==> src/rtl/assert_macros.svh <==
// ----------------------------------------------------------------------------
// Assertion macros
// Shared concurrent assertion forms used by the RTL of this project.
// ----------------------------------------------------------------------------
`ifndef ASSERT_MACROS_SVH
`define ASSERT_MACROS_SVH

// Same-cycle implication, disabled while reset is high.
`define ASSERT_IMPLIES(label, clk, rst, ante, cons) \
   label: assert property (@(posedge clk) disable iff (rst) (ante) |-> (cons)) \
      else $error("same-cycle implication failed");

// Next-cycle implication, disabled while reset is high.
`define ASSERT_NEXT(label, clk, rst, ante, cons) \
   label: assert property (@(posedge clk) disable iff (rst) (ante) |=> (cons)) \
      else $error("next-cycle implication failed");

`endif

==> src/rtl/efrm_pkg.sv <==
// ----------------------------------------------------------------------------
// efrm_pkg
// Types and constants of the effective frequency ratio meter.
// ----------------------------------------------------------------------------
`default_nettype none

package efrm_pkg;

   localparam int COUNT_W = 64;
   localparam int RATIO_W = 32;
   localparam int ALU_W   = COUNT_W + 1;
   localparam int STEP_W  = 6;

   localparam logic [RATIO_W-1:0] NO_FEEDBACK_CODE = 32'hFFFF_FFFF;

   // Largest delta whose product with 1000 still fits in 64 bits.
   localparam logic [COUNT_W-1:0] PERMILLE_LIMIT = 64'd18446744073709551;

   // 1000 = 1024 - 16 - 8
   localparam int MUL_SHIFT_HI  = 10;
   localparam int MUL_SHIFT_MID = 4;
   localparam int MUL_SHIFT_LO  = 3;

   localparam int CSR_ADDR_W = 1;
   localparam int CSR_DATA_W = 32;
   localparam logic [CSR_ADDR_W-1:0] REG_FEEDBACK_ENABLED = 1'b0;

   localparam logic KIND_OPEN    = 1'b0;
   localparam logic KIND_MEASURE = 1'b1;

   typedef struct packed {
      logic [ALU_W-1:0] diff;
      logic             no_borrow;
   } alu_result_type;

endpackage

`default_nettype wire

==> src/rtl/efrm_alu.sv <==
// ----------------------------------------------------------------------------
// efrm_alu
// Shared 65-bit subtractor used for deltas, compares, the x1000 scaling,
// the restoring divide steps and the saturation check.
// ----------------------------------------------------------------------------
`default_nettype none

module efrm_alu
   import efrm_pkg::*;
(
   input  wire logic [ALU_W-1:0] op_a,
   input  wire logic [ALU_W-1:0] op_b,
   output alu_result_type        result
);

   logic [ALU_W:0] sum;

   // a - b as a + ~b + 1; the carry out is set when no borrow occurs.
   assign sum = {1'b0, op_a} + {1'b0, ~op_b} + {{ALU_W{1'b0}}, 1'b1};

   assign result.diff      = sum[ALU_W-1:0];
   assign result.no_borrow = sum[ALU_W];

endmodule

`default_nettype wire

==> src/rtl/efrm_csr.sv <==
// ----------------------------------------------------------------------------
// efrm_csr
// APB-style register port holding the feedback enable bit.
// ----------------------------------------------------------------------------
`default_nettype none

module efrm_csr
   import efrm_pkg::*;
(
   input  wire logic                  clock,
   input  wire logic                  reset,
   input  wire logic                  csr_psel,
   input  wire logic                  csr_penable,
   input  wire logic                  csr_pwrite,
   input  wire logic [CSR_ADDR_W-1:0] csr_paddr,
   input  wire logic [CSR_DATA_W-1:0] csr_pwdata,
   output logic      [CSR_DATA_W-1:0] csr_prdata,
   output logic                       csr_pready,
   output logic                       feedback_enabled
);

   logic feedback_enabled_ff;
   logic feedback_enabled_in;
   logic write_hit;

   assign csr_pready = 1'b1;
   assign write_hit  = csr_psel && csr_penable && csr_pwrite && csr_pready
                       && (csr_paddr == REG_FEEDBACK_ENABLED);

   always_comb begin
      feedback_enabled_in = feedback_enabled_ff;
      if (write_hit) begin
         feedback_enabled_in = csr_pwdata[0];
      end
   end

   always_ff @(posedge clock) begin
      if (reset) begin
         feedback_enabled_ff <= 1'b0;
      end else begin
         feedback_enabled_ff <= feedback_enabled_in;
      end
   end

   always_comb begin
      csr_prdata = '0;
      if (csr_paddr == REG_FEEDBACK_ENABLED) begin
         csr_prdata = {{(CSR_DATA_W-1){1'b0}}, feedback_enabled_ff};
      end
   end

   assign feedback_enabled = feedback_enabled_ff;

endmodule

`default_nettype wire

==> src/rtl/efrm_core.sv <==
// ----------------------------------------------------------------------------
// efrm_core
// Window state, measurement sequencer around the shared subtractor, and the
// result output register.
// ----------------------------------------------------------------------------
`default_nettype none
`include "assert_macros.svh"

module efrm_core
   import efrm_pkg::*;
(
   input  wire logic               clock,
   input  wire logic               reset,
   input  wire logic               feedback_enabled,
   input  wire logic               req_valid,
   output logic                    req_stall,
   input  wire logic               req_kind,
   input  wire logic [COUNT_W-1:0] req_actual_count,
   input  wire logic [COUNT_W-1:0] req_reference_count,
   output logic                    rsp_valid,
   input  wire logic               rsp_stall,
   output logic      [RATIO_W-1:0] rsp_ratio_permille,
   output logic                    rsp_no_feedback
);

   typedef enum logic [3:0] {
      ST_IDLE,
      ST_SUB_A,
      ST_SUB_R,
      ST_HALVE,
      ST_MUL0,
      ST_MUL1,
      ST_DIV,
      ST_SAT,
      ST_FINISH
   } state_type;

   state_type          state_ff, state_in;
   logic               window_open_ff, window_open_in;
   logic [COUNT_W-1:0] start_actual_ff, start_actual_in;
   logic [COUNT_W-1:0] start_reference_ff, start_reference_in;
   logic [COUNT_W-1:0] a_ff, a_in;
   logic [COUNT_W-1:0] r_ff, r_in;
   logic [COUNT_W-1:0] num_ff, num_in;
   logic [COUNT_W-1:0] rem_ff, rem_in;
   logic [STEP_W-1:0]  step_ff, step_in;
   logic [RATIO_W-1:0] res_ratio_ff, res_ratio_in;
   logic               res_nf_ff, res_nf_in;
   logic               rsp_valid_ff, rsp_valid_in;
   logic [RATIO_W-1:0] rsp_ratio_ff, rsp_ratio_in;
   logic               rsp_nf_ff, rsp_nf_in;

   logic [ALU_W-1:0]   op_a;
   logic [ALU_W-1:0]   op_b;
   alu_result_type     alu;
   logic               rsp_free;

   efrm_alu u_alu (
      .op_a   (op_a),
      .op_b   (op_b),
      .result (alu)
   );

   // Operand selection for the shared subtractor.
   always_comb begin
      op_a = '0;
      op_b = '0;
      case (state_ff)
         ST_SUB_A: begin
            op_a = {1'b0, a_ff};
            op_b = {1'b0, start_actual_ff};
         end
         ST_SUB_R: begin
            op_a = {1'b0, r_ff};
            op_b = {1'b0, start_reference_ff};
         end
         ST_HALVE: begin
            op_a = {1'b0, PERMILLE_LIMIT};
            op_b = {1'b0, a_ff};
         end
         ST_MUL0: begin
            op_a = {1'b0, a_ff << MUL_SHIFT_HI};
            op_b = {1'b0, a_ff << MUL_SHIFT_MID};
         end
         ST_MUL1: begin
            op_a = {1'b0, num_ff};
            op_b = {1'b0, a_ff << MUL_SHIFT_LO};
         end
         ST_DIV: begin
            op_a = {rem_ff, num_ff[COUNT_W-1]};
            op_b = {1'b0, r_ff};
         end
         ST_SAT: begin
            op_a = {1'b0, num_ff};
            op_b = {{(ALU_W-RATIO_W){1'b0}}, NO_FEEDBACK_CODE};
         end
         default: begin
            op_a = '0;
            op_b = '0;
         end
      endcase
   end

   assign rsp_free = !rsp_valid_ff || !rsp_stall;

   always_comb begin
      state_in           = state_ff;
      window_open_in     = window_open_ff;
      start_actual_in    = start_actual_ff;
      start_reference_in = start_reference_ff;
      a_in               = a_ff;
      r_in               = r_ff;
      num_in             = num_ff;
      rem_in             = rem_ff;
      step_in            = step_ff;
      res_ratio_in       = res_ratio_ff;
      res_nf_in          = res_nf_ff;
      rsp_valid_in       = rsp_valid_ff;
      rsp_ratio_in       = rsp_ratio_ff;
      rsp_nf_in          = rsp_nf_ff;

      if (rsp_valid_ff && !rsp_stall) begin
         rsp_valid_in = 1'b0;
      end

      case (state_ff)
         ST_IDLE: begin
            if (req_valid) begin
               if (req_kind == KIND_OPEN) begin
                  if (feedback_enabled) begin
                     start_actual_in    = req_actual_count;
                     start_reference_in = req_reference_count;
                     window_open_in     = 1'b1;
                  end
               end else begin
                  a_in = req_actual_count;
                  r_in = req_reference_count;
                  if (!feedback_enabled || !window_open_ff) begin
                     res_ratio_in = NO_FEEDBACK_CODE;
                     res_nf_in    = 1'b1;
                     state_in     = ST_FINISH;
                  end else begin
                     state_in = ST_SUB_A;
                  end
               end
            end
         end
         ST_SUB_A: begin
            a_in     = alu.diff[COUNT_W-1:0];
            state_in = ST_SUB_R;
         end
         ST_SUB_R: begin
            r_in     = alu.diff[COUNT_W-1:0];
            state_in = ST_HALVE;
         end
         ST_HALVE: begin
            // A zero reference delta ends in no feedback whenever it shows up;
            // further halving could never make it nonzero again.
            if (r_ff == '0) begin
               res_ratio_in = NO_FEEDBACK_CODE;
               res_nf_in    = 1'b1;
               state_in     = ST_FINISH;
            end else if (!alu.no_borrow) begin
               a_in = a_ff >> 1;
               r_in = r_ff >> 1;
            end else begin
               state_in = ST_MUL0;
            end
         end
         ST_MUL0: begin
            num_in   = alu.diff[COUNT_W-1:0];
            state_in = ST_MUL1;
         end
         ST_MUL1: begin
            num_in   = alu.diff[COUNT_W-1:0];
            rem_in   = '0;
            step_in  = '0;
            state_in = ST_DIV;
         end
         ST_DIV: begin
            // Restoring divide: the dividend shifts out of num while the
            // quotient bits shift in behind it.
            if (alu.no_borrow) begin
               rem_in = alu.diff[COUNT_W-1:0];
            end else begin
               rem_in = {rem_ff[COUNT_W-2:0], num_ff[COUNT_W-1]};
            end
            num_in  = {num_ff[COUNT_W-2:0], alu.no_borrow};
            step_in = step_ff + {{(STEP_W-1){1'b0}}, 1'b1};
            if (step_ff == {STEP_W{1'b1}}) begin
               state_in = ST_SAT;
            end
         end
         ST_SAT: begin
            res_nf_in = 1'b0;
            if (alu.no_borrow) begin
               res_ratio_in = NO_FEEDBACK_CODE - {{(RATIO_W-1){1'b0}}, 1'b1};
            end else begin
               res_ratio_in = num_ff[RATIO_W-1:0];
            end
            state_in = ST_FINISH;
         end
         ST_FINISH: begin
            if (rsp_free) begin
               rsp_valid_in = 1'b1;
               rsp_ratio_in = res_ratio_ff;
               rsp_nf_in    = res_nf_ff;
               state_in     = ST_IDLE;
            end
         end
         default: begin
            state_in = ST_IDLE;
         end
      endcase
   end

   always_ff @(posedge clock) begin
      if (reset) begin
         state_ff       <= ST_IDLE;
         window_open_ff <= 1'b0;
         rsp_valid_ff   <= 1'b0;
         step_ff        <= '0;
      end else begin
         state_ff       <= state_in;
         window_open_ff <= window_open_in;
         rsp_valid_ff   <= rsp_valid_in;
         step_ff        <= step_in;
      end
      start_actual_ff    <= start_actual_in;
      start_reference_ff <= start_reference_in;
      a_ff               <= a_in;
      r_ff               <= r_in;
      num_ff             <= num_in;
      rem_ff             <= rem_in;
      res_ratio_ff       <= res_ratio_in;
      res_nf_ff          <= res_nf_in;
      rsp_ratio_ff       <= rsp_ratio_in;
      rsp_nf_ff          <= rsp_nf_in;
   end

   assign req_stall          = (state_ff != ST_IDLE);
   assign rsp_valid          = rsp_valid_ff;
   assign rsp_ratio_permille = rsp_ratio_ff;
   assign rsp_no_feedback    = rsp_nf_ff;

   `ASSERT_NEXT(a_disabled_measure_skips, clock, reset, state_ff == ST_IDLE && req_valid && req_kind == KIND_MEASURE && !feedback_enabled, state_ff == ST_FINISH)
   `ASSERT_IMPLIES(a_div_rem_below_divisor, clock, reset, state_ff == ST_DIV, rem_ff < r_ff)
   `ASSERT_IMPLIES(a_scaling_operands_ok, clock, reset, state_ff == ST_MUL0, r_ff != '0 && a_ff <= PERMILLE_LIMIT)
   `ASSERT_IMPLIES(a_no_feedback_code, clock, reset, rsp_valid_ff && rsp_nf_ff, rsp_ratio_ff == NO_FEEDBACK_CODE)

endmodule

`default_nettype wire

==> src/rtl/effective_frequency_ratio_meter_unit.sv <==
// Open word: no result; the core stays idle and takes the next word the following cycle.
// Measure word: 0 to 10 halving steps, the x1000 scaling, the 64-step restoring divide and
// the saturation check run on the one shared 65-bit subtractor before the result register
// loads; the next word follows ST_FINISH, later while a stalled result holds the output.
// Measure with feedback disabled or no open window: no-feedback result, no subtractor steps.
// Synchronous active-high reset closes the window, clears feedback enable and the output.
// ----------------------------------------------------------------------------
// effective_frequency_ratio_meter_unit
// Measures delivered-clock over nominal-clock counter increases in permille.
// ----------------------------------------------------------------------------
`default_nettype none

module effective_frequency_ratio_meter_unit
   import efrm_pkg::*;
(
   input  wire logic                  clock,
   input  wire logic                  reset,
   input  wire logic                  req_valid,
   output logic                       req_stall,
   input  wire logic                  req_kind,
   input  wire logic [COUNT_W-1:0]    req_actual_count,
   input  wire logic [COUNT_W-1:0]    req_reference_count,
   output logic                       rsp_valid,
   input  wire logic                  rsp_stall,
   output logic      [RATIO_W-1:0]    rsp_ratio_permille,
   output logic                       rsp_no_feedback,
   input  wire logic                  csr_psel,
   input  wire logic                  csr_penable,
   input  wire logic                  csr_pwrite,
   input  wire logic [CSR_ADDR_W-1:0] csr_paddr,
   input  wire logic [CSR_DATA_W-1:0] csr_pwdata,
   output logic      [CSR_DATA_W-1:0] csr_prdata,
   output logic                       csr_pready
);

   logic feedback_enabled;

   efrm_csr u_csr (
      .clock            (clock),
      .reset            (reset),
      .csr_psel         (csr_psel),
      .csr_penable      (csr_penable),
      .csr_pwrite       (csr_pwrite),
      .csr_paddr        (csr_paddr),
      .csr_pwdata       (csr_pwdata),
      .csr_prdata       (csr_prdata),
      .csr_pready       (csr_pready),
      .feedback_enabled (feedback_enabled)
   );

   efrm_core u_core (
      .clock               (clock),
      .reset               (reset),
      .feedback_enabled    (feedback_enabled),
      .req_valid           (req_valid),
      .req_stall           (req_stall),
      .req_kind            (req_kind),
      .req_actual_count    (req_actual_count),
      .req_reference_count (req_reference_count),
      .rsp_valid           (rsp_valid),
      .rsp_stall           (rsp_stall),
      .rsp_ratio_permille  (rsp_ratio_permille),
      .rsp_no_feedback     (rsp_no_feedback)
   );

endmodule

`default_nettype wire

==> config.mk <==
export PLATFORM = sky130hd
export DESIGN_NAME = effective_frequency_ratio_meter_unit
export DESIGN_NICKNAME = d
export VERILOG_FILES = /design/src/rtl/efrm_pkg.sv /design/src/rtl/efrm_alu.sv /design/src/rtl/efrm_csr.sv /design/src/rtl/efrm_core.sv /design/src/rtl/effective_frequency_ratio_meter_unit.sv
export VERILOG_INCLUDE_DIRS = /design/src /design/src/rtl
export SDC_FILE = /design/constraint.sdc
export NUM_CORES = 1
export LEC_CHECK = 0
export BUFFER_PORTS_ARGS = -buffer_cell sky130_fd_sc_hd__buf_4
export CORE_ASPECT_RATIO = 0.9
export CORE_MARGIN = 10
export CORE_UTILIZATION = 29
export CTS_CLUSTER_DIAMETER = 100
export CTS_CLUSTER_SIZE = 14
export DETAILED_ROUTE_END_ITERATION = 8
export PLACE_DENSITY_LB_ADDON = 0.25
export SKIP_LAST_GASP = 1
export SYNTH_ARGS = -nofsm -noshare
export SYNTH_HDL_FRONTEND = slang
export SYNTH_SLANG_ARGS = --single-unit
==> constraint.sdc <==
create_clock -name clock -period 22.6 [get_ports clock]
set_input_delay 2.26 -clock clock [delete_from_list [all_inputs] [get_ports clock]]
set_output_delay 2.26 -clock clock [all_outputs]
set_load 0.02 [all_outputs]
Word level (Yosys, flattened, before mapping)
Index checks and enable logic that the tools add are counted.
{"block": "totals", "regBits": 463, "output_inout_bits": 68, "elab_cells": 104}
{"block": "classes", "addsub": 3, "n_eq_ne": 18, "n_mux": 39, "bitwise": 3, "n_reduce_logical": 26}
{"op": "$mux W64", "count": 9}
{"op": "$pmux W64 S7", "count": 1}
{"op": "$pmux W65 S6", "count": 1}
{"op": "$pmux W64 S3", "count": 2}
{"op": "$pmux W64 S2", "count": 2}
{"op": "$mux W32", "count": 5}
{"op": "$pmux W32 S3", "count": 1}
{"op": "$add A65 B65 Y66", "count": 1}
{"op": "$add A66 B1 Y66 const B", "count": 1}
{"op": "$not A64 Y65", "count": 1}
{"op": "$logic_not A64 Y1", "count": 1}
{"op": "$pmux W4 S9", "count": 1}
{"op": "$mux W4", "count": 7}
{"op": "$reduce_and A5 Y1", "count": 4}
{"op": "$eq A4 B3 Y1 const B", "count": 4}
{"op": "$pmux W6 S2", "count": 1}
{"op": "$reduce_bool A3 Y1", "count": 3}
{"op": "$eq A4 B2 Y1 const B", "count": 2}
{"op": "$mux W1", "count": 8}
{"op": "$ne A2 B1 Y1 const B", "count": 4}
{"op": "$ne A2 B2 Y1 const B", "count": 4}
{"op": "$add A6 B1 Y6 const B", "count": 1}
{"op": "$eq A6 B6 Y1 const B", "count": 1}
{"op": "$eq A4 B1 Y1 const B", "count": 1}
{"op": "other kinds (13)", "count": 23}

Longest topological paths before layout
{"block": "depth", "ltp_word": 8, "mapped_depth": 23, "ltp_nobuf": 17}

Cells and area by module
Synthesis repeated with hierarchy kept, for this count alone.
{"block": "unflattened", "hier_cells": 2551, "area_unflattened_um2": 26442.9}
{"mod": "efrm_core", "instances": 1, "cells_each": 1861, "area_per_inst_um2": 21931.0, "seq_area_each_um2": 13753.2}
{"mod": "efrm_alu", "instances": 1, "cells_each": 650, "area_per_inst_um2": 4202.8, "seq_area_each_um2": 0.0}
{"mod": "efrm_csr", "instances": 1, "cells_each": 40, "area_per_inst_um2": 309.0, "seq_area_each_um2": 20.0}

Worst setup path before layout
Ideal clock, no wire load.
{"block": "synth_path", "path_type": "input to register", "startpoint": "input port req_kind", "endpoint": "register u_core.start_actual_ff[0], enable pin", "setup_time_ns": 0.776, "arrival_ns": 11.144, "path_slack_ns": 10.680, "stages": 1, "n_path_buf": 0, "path_cell_list": "nor3_1"}
{"block": "synth_between", "elab_chain_cells": 2}
{"item": "start: declaration", "line": "effective_frequency_ratio_meter_unit.sv:20", "text": "input wire logic req_kind,"}
{"item": "$not A1 Y1 (no line)"}
{"item": "$reduce_and A4 Y1 (no line)"}
{"item": "end signal: assignment", "line": "efrm_core.sv:229", "text": "start_actual_ff <= start_actual_in;"}
{"item": "end: declaration", "line": "efrm_core.sv:40", "text": "logic [COUNT_W-1:0] start_actual_ff, start_actual_in;"}
No other way between the ends.
A chain may end at the register's enable or synchronous reset.

Worst setup path after layout
{"block": "layout_path", "startpoint": "register u_core.state_ff[0]", "endpoint": "register u_core.rem_ff[47], data pin"}
{"block": "layout_between", "elab_chain_cells": 7, "word_cells_on_any_way": 15, "classes_between": "add/sub: 2; eq/ne: 7; mux: 4; bitwise: 1; reduce/logical: 1"}
{"item": "start: declaration", "line": "efrm_core.sv:38", "text": "state_type state_ff, state_in;"}
{"item": "start signal: assignment", "line": "efrm_core.sv:224", "text": "state_ff <= state_in;"}
{"item": "$eq A4 B3 Y1, or another cell as far along", "line": "efrm_core.sv:68, efrm_core.sv:126"}
{"item": "$reduce_or A2 Y1 (no line) / $pmux W64 S7 (equally long branches)"}
{"item": "$pmux W65 S6 / $not A64 Y65 (equally long branches)", "line": "efrm_core.sv:68, efrm_alu.sv:19"}
{"item": "$add A65 B65 Y66", "line": "efrm_alu.sv:19", "text": "assign sum = {1'b0, op_a} + {1'b0, ~op_b} + {{ALU_W{1'b0}}, 1'b1};"}
{"item": "$add A66 B1 Y66", "line": "efrm_alu.sv:19"}
{"item": "$mux W64", "line": "efrm_core.sv:183", "text": "if (alu.no_borrow) begin"}
{"item": "$pmux W64 S2 (*)", "line": "efrm_core.sv:126", "text": "case (state_ff)"}
{"item": "end signal: assignment", "line": "efrm_core.sv:234", "text": "rem_ff <= rem_in;"}
{"item": "end: declaration", "line": "efrm_core.sv:45", "text": "logic [COUNT_W-1:0] rem_ff, rem_in;"}
Every way passes the cells marked *; elsewhere a longest branch is shown, timed or not.

==> metrics.csv <==
metric;value;unit
outcome;complete, no violations;
1st-iter DRT viols;3412;
Post-synth EDFFs;450;
final hold vios;0;
Cell Count, Final, Fillers Out;3819;
ranking of synthesized cells by area;edfxtp_1 (51%), o21ai_0 (5.1%), a22oi_1 (4.5%), nand2_1 (3.9%), a222oi_1 (3.8%);
CTS Buffer Depth;3;
initial antenna violation count;2;
H-tree levels;2;
TritonCTS clock tree;yes;
top cell type's share of synthesized area;51.1;%
max-slew headroom at the worst pin;14.2;%
Slew Limit Fails;0;
Netlist cell types;76;
Synth Instances;2535;
Max Freq;114;MHz
Area Growth Syn to Fin;13.1;%
Tmin final;8.79;ns
CORE AREA;90800;sq um
number of post-CTS setup repair buffers;0;
routed length per placed instance;28.0;microns
die area;104000;sq um
post-detail-place hpwl;71400;microns
diode count;0;
Top-Level Pins;237;
Sink Count;463;
post-layout net count;2810;
IO Port Bufs;173;
first-pass GRT wire length;155000;microns
most frequent cells in the layout;edfxtp_1 (450), nand2_1 (272), o21ai_0 (268), buf_4 (206), a21oi_1 (186);
Setup violations, final;0;
Die X-Extent;338;microns
crit share post-route;38.9;%
# hold bufs at CTS;0;
drt drc;0;
crit end category;flip-flop;
synthesized area;26500;sq um
clock transition at the registers of the reported paths;0.07;ns
sequential area share after synthesis;52.1;%
CTS Buf Count;40;
Worst setup SP type;flip-flop;
largest net degree at the start of global routing;133;
RD Place Congestion;0.930;
worst slew pin tran;1.29;ns
crit path DAT;9.14;ns
WL final;107000;microns
most common cell after layout, fill and taps aside;edfxtp_1;
initial core utilization;29.1;%
Async SR Flop Fraction;0;%
Multi-input gate area;11800;sq um
crit path kind;reg2reg;
clock insertion delay at the later pin of the skew report;0.59;ns
share of cells above drive strength 1;11.5;%
clock root cell;clkbuf_16;
final hold slack;0.420;ns
Die Height;307;microns
syn_area_per_cell;10.4;sq um
Max Fanout on Critical Path;49;
FILL cells;9163;
Reg area;13800;sq um
Placed Cells;3763;
Clock Skew;0.0265;ns
via density per instance;5.98;
FP Rows;105;
unrepaired setup endpoints after global routing;false;
Vias;22800;
First-pass DRT Iterations;7;
Top FF cell, synth;edfxtp_1;
max_cap viols;0;
vias in the first global route;22100;
post-cts resize count;0;
post-route ant nets;0;
CP Data Required Time;22.95;ns
yosys warns;0;
Seq cells post-synth;463;
GRT Util Overall;19.6;%
worst hold path type;reg2reg;
largest area contributor in the netlist;edfxtp_1;
Setup TNS Final;0;ns
GRT Residual Overflow;0;
## final cells by class
type	instances	area share, %
Clock inverter	6	0.176
Tap cell	1230	5.15
Sequential cell	463	46.1
Timing Repair Buffer	208	5.31
Clock buffer	50	3.54
Multi-Input combinational cell	1829	39.3
Inverter	33	0.414
## critical path, stage by stage, from the launching register on
cell and delay, ns:
dfxtp_4 0.79, and2_2 0.27, buf_4 0.59, nor2b_4 1.03, buf_4 0.58, a22oi_1 0.12, and3_1 0.20, ha_1 0.43
nand4_1 0.18, nor4_1 0.68, nand4_1 0.44, a211oi_1 0.80, and3b_4 0.33, o21a_4 0.26, o21ai_4 0.18, buf_4 0.46
nand3_1 0.61, o22ai_1 0.54
## per-stage QoR
step	setup WS [ns]	cell area, sq um	util, %
final	13.81	29900	32.9
after global routing	13.68	29900	32.9
after CTS	14.22	29900	32.9
after detailed placement	14.27	28800	31.7
after global placement	14.32	28800	31.7
after floorplan	10.68	26600	-
## registers in the layout (all words and copies together), names as in the netlist, 4 cells and up
name                       cells
u_core.state_ff                4
u_core.res_ratio_ff           32
u_core.rsp_ratio_permille     32
u_core.r_ff                   64
u_core.step_ff                 6
u_core.start_reference_ff     64
u_core.rem_ff                 64
u_core.num_ff                 64
u_core.start_actual_ff        64
u_core.a_ff                   64
## per-layer routing
metal	GRT usage (%)	vias up	routed length, microns
li1	-	9961	-
met5	0	-	11
met1	26.3	11300	44100
met2	31.0	1383	48400
met3	4.59	170	11100
met4	5.93	2	3130
## Yosys cell counts (8+ instances only)
library cell,count
a31oi_1,9
buf_4,33
buf_1,19
a21oi_1,188
inv_1,33
a221oi_1,51
nor3_1,23
mux2i_1,41
clkbuf_1,173
xnor2_1,36
and3_1,42
a211oi_1,8
nor4_1,20
xor2_1,24
o211ai_1,11
edfxtp_1,450
o21bai_1,14
dfxtp_1,13
a21o_1,40
and4_1,10
a221o_1,21
or3_1,70
o21ai_0,268
nor2b_1,12
o22ai_1,12
nand2b_1,12
nor2_1,93
nand3_1,48
nand2_1,274
ha_1,65
a21boi_0,8
nand4_1,22
buf_2,12
o21a_1,16
a222oi_1,101
and2_1,37
a22oi_1,159
## final timing paths
check,startpoint,endpoint,slack [ns],depth (start not counted)
worst min register to register,u_core.res_ratio_ff[13]$_SDFFCE_PP1P_,u_core.rsp_ratio_permille[13]$_DFFE_PP_,0.42,0
worst max register to register,u_core.state_ff[0]$_SDFFE_PP0P_,u_core.rem_ff[47]$_SDFFCE_PP0P_,13.81,17
worst min-delay path,u_core.res_ratio_ff[13]$_SDFFCE_PP1P_,u_core.rsp_ratio_permille[13]$_DFFE_PP_,0.42,0
worst max-delay path,u_core.state_ff[0]$_SDFFE_PP0P_,u_core.rem_ff[47]$_SDFFCE_PP0P_,13.81,17
## kinds of logic (layout without fill, tap and decap cells)
| logic type | count (synthesis) | count (layout) | synth area share [%] |
|---|---|---|---|
| AOI/OAI and AO/OA | 947 | 947 | 24.2 |
| and+or+nand+nor | 682 | 682 | 12.5 |
| muxes | 42 | 42 | 1.59 |
| DFF | 463 | 463 | 52.1 |
| buffers and inverters | 273 | 297 | 4.48 |
| xor gates and xnor gates | 60 | 60 | 1.99 |
| other | 2 | 32 | 0.0284 |
| adders and majority gates | 66 | 66 | 3.15 |
Power is left out: the tool's default activity adds up to more than one toggle a clock period on the data nets, which glitch-free logic cannot reach.
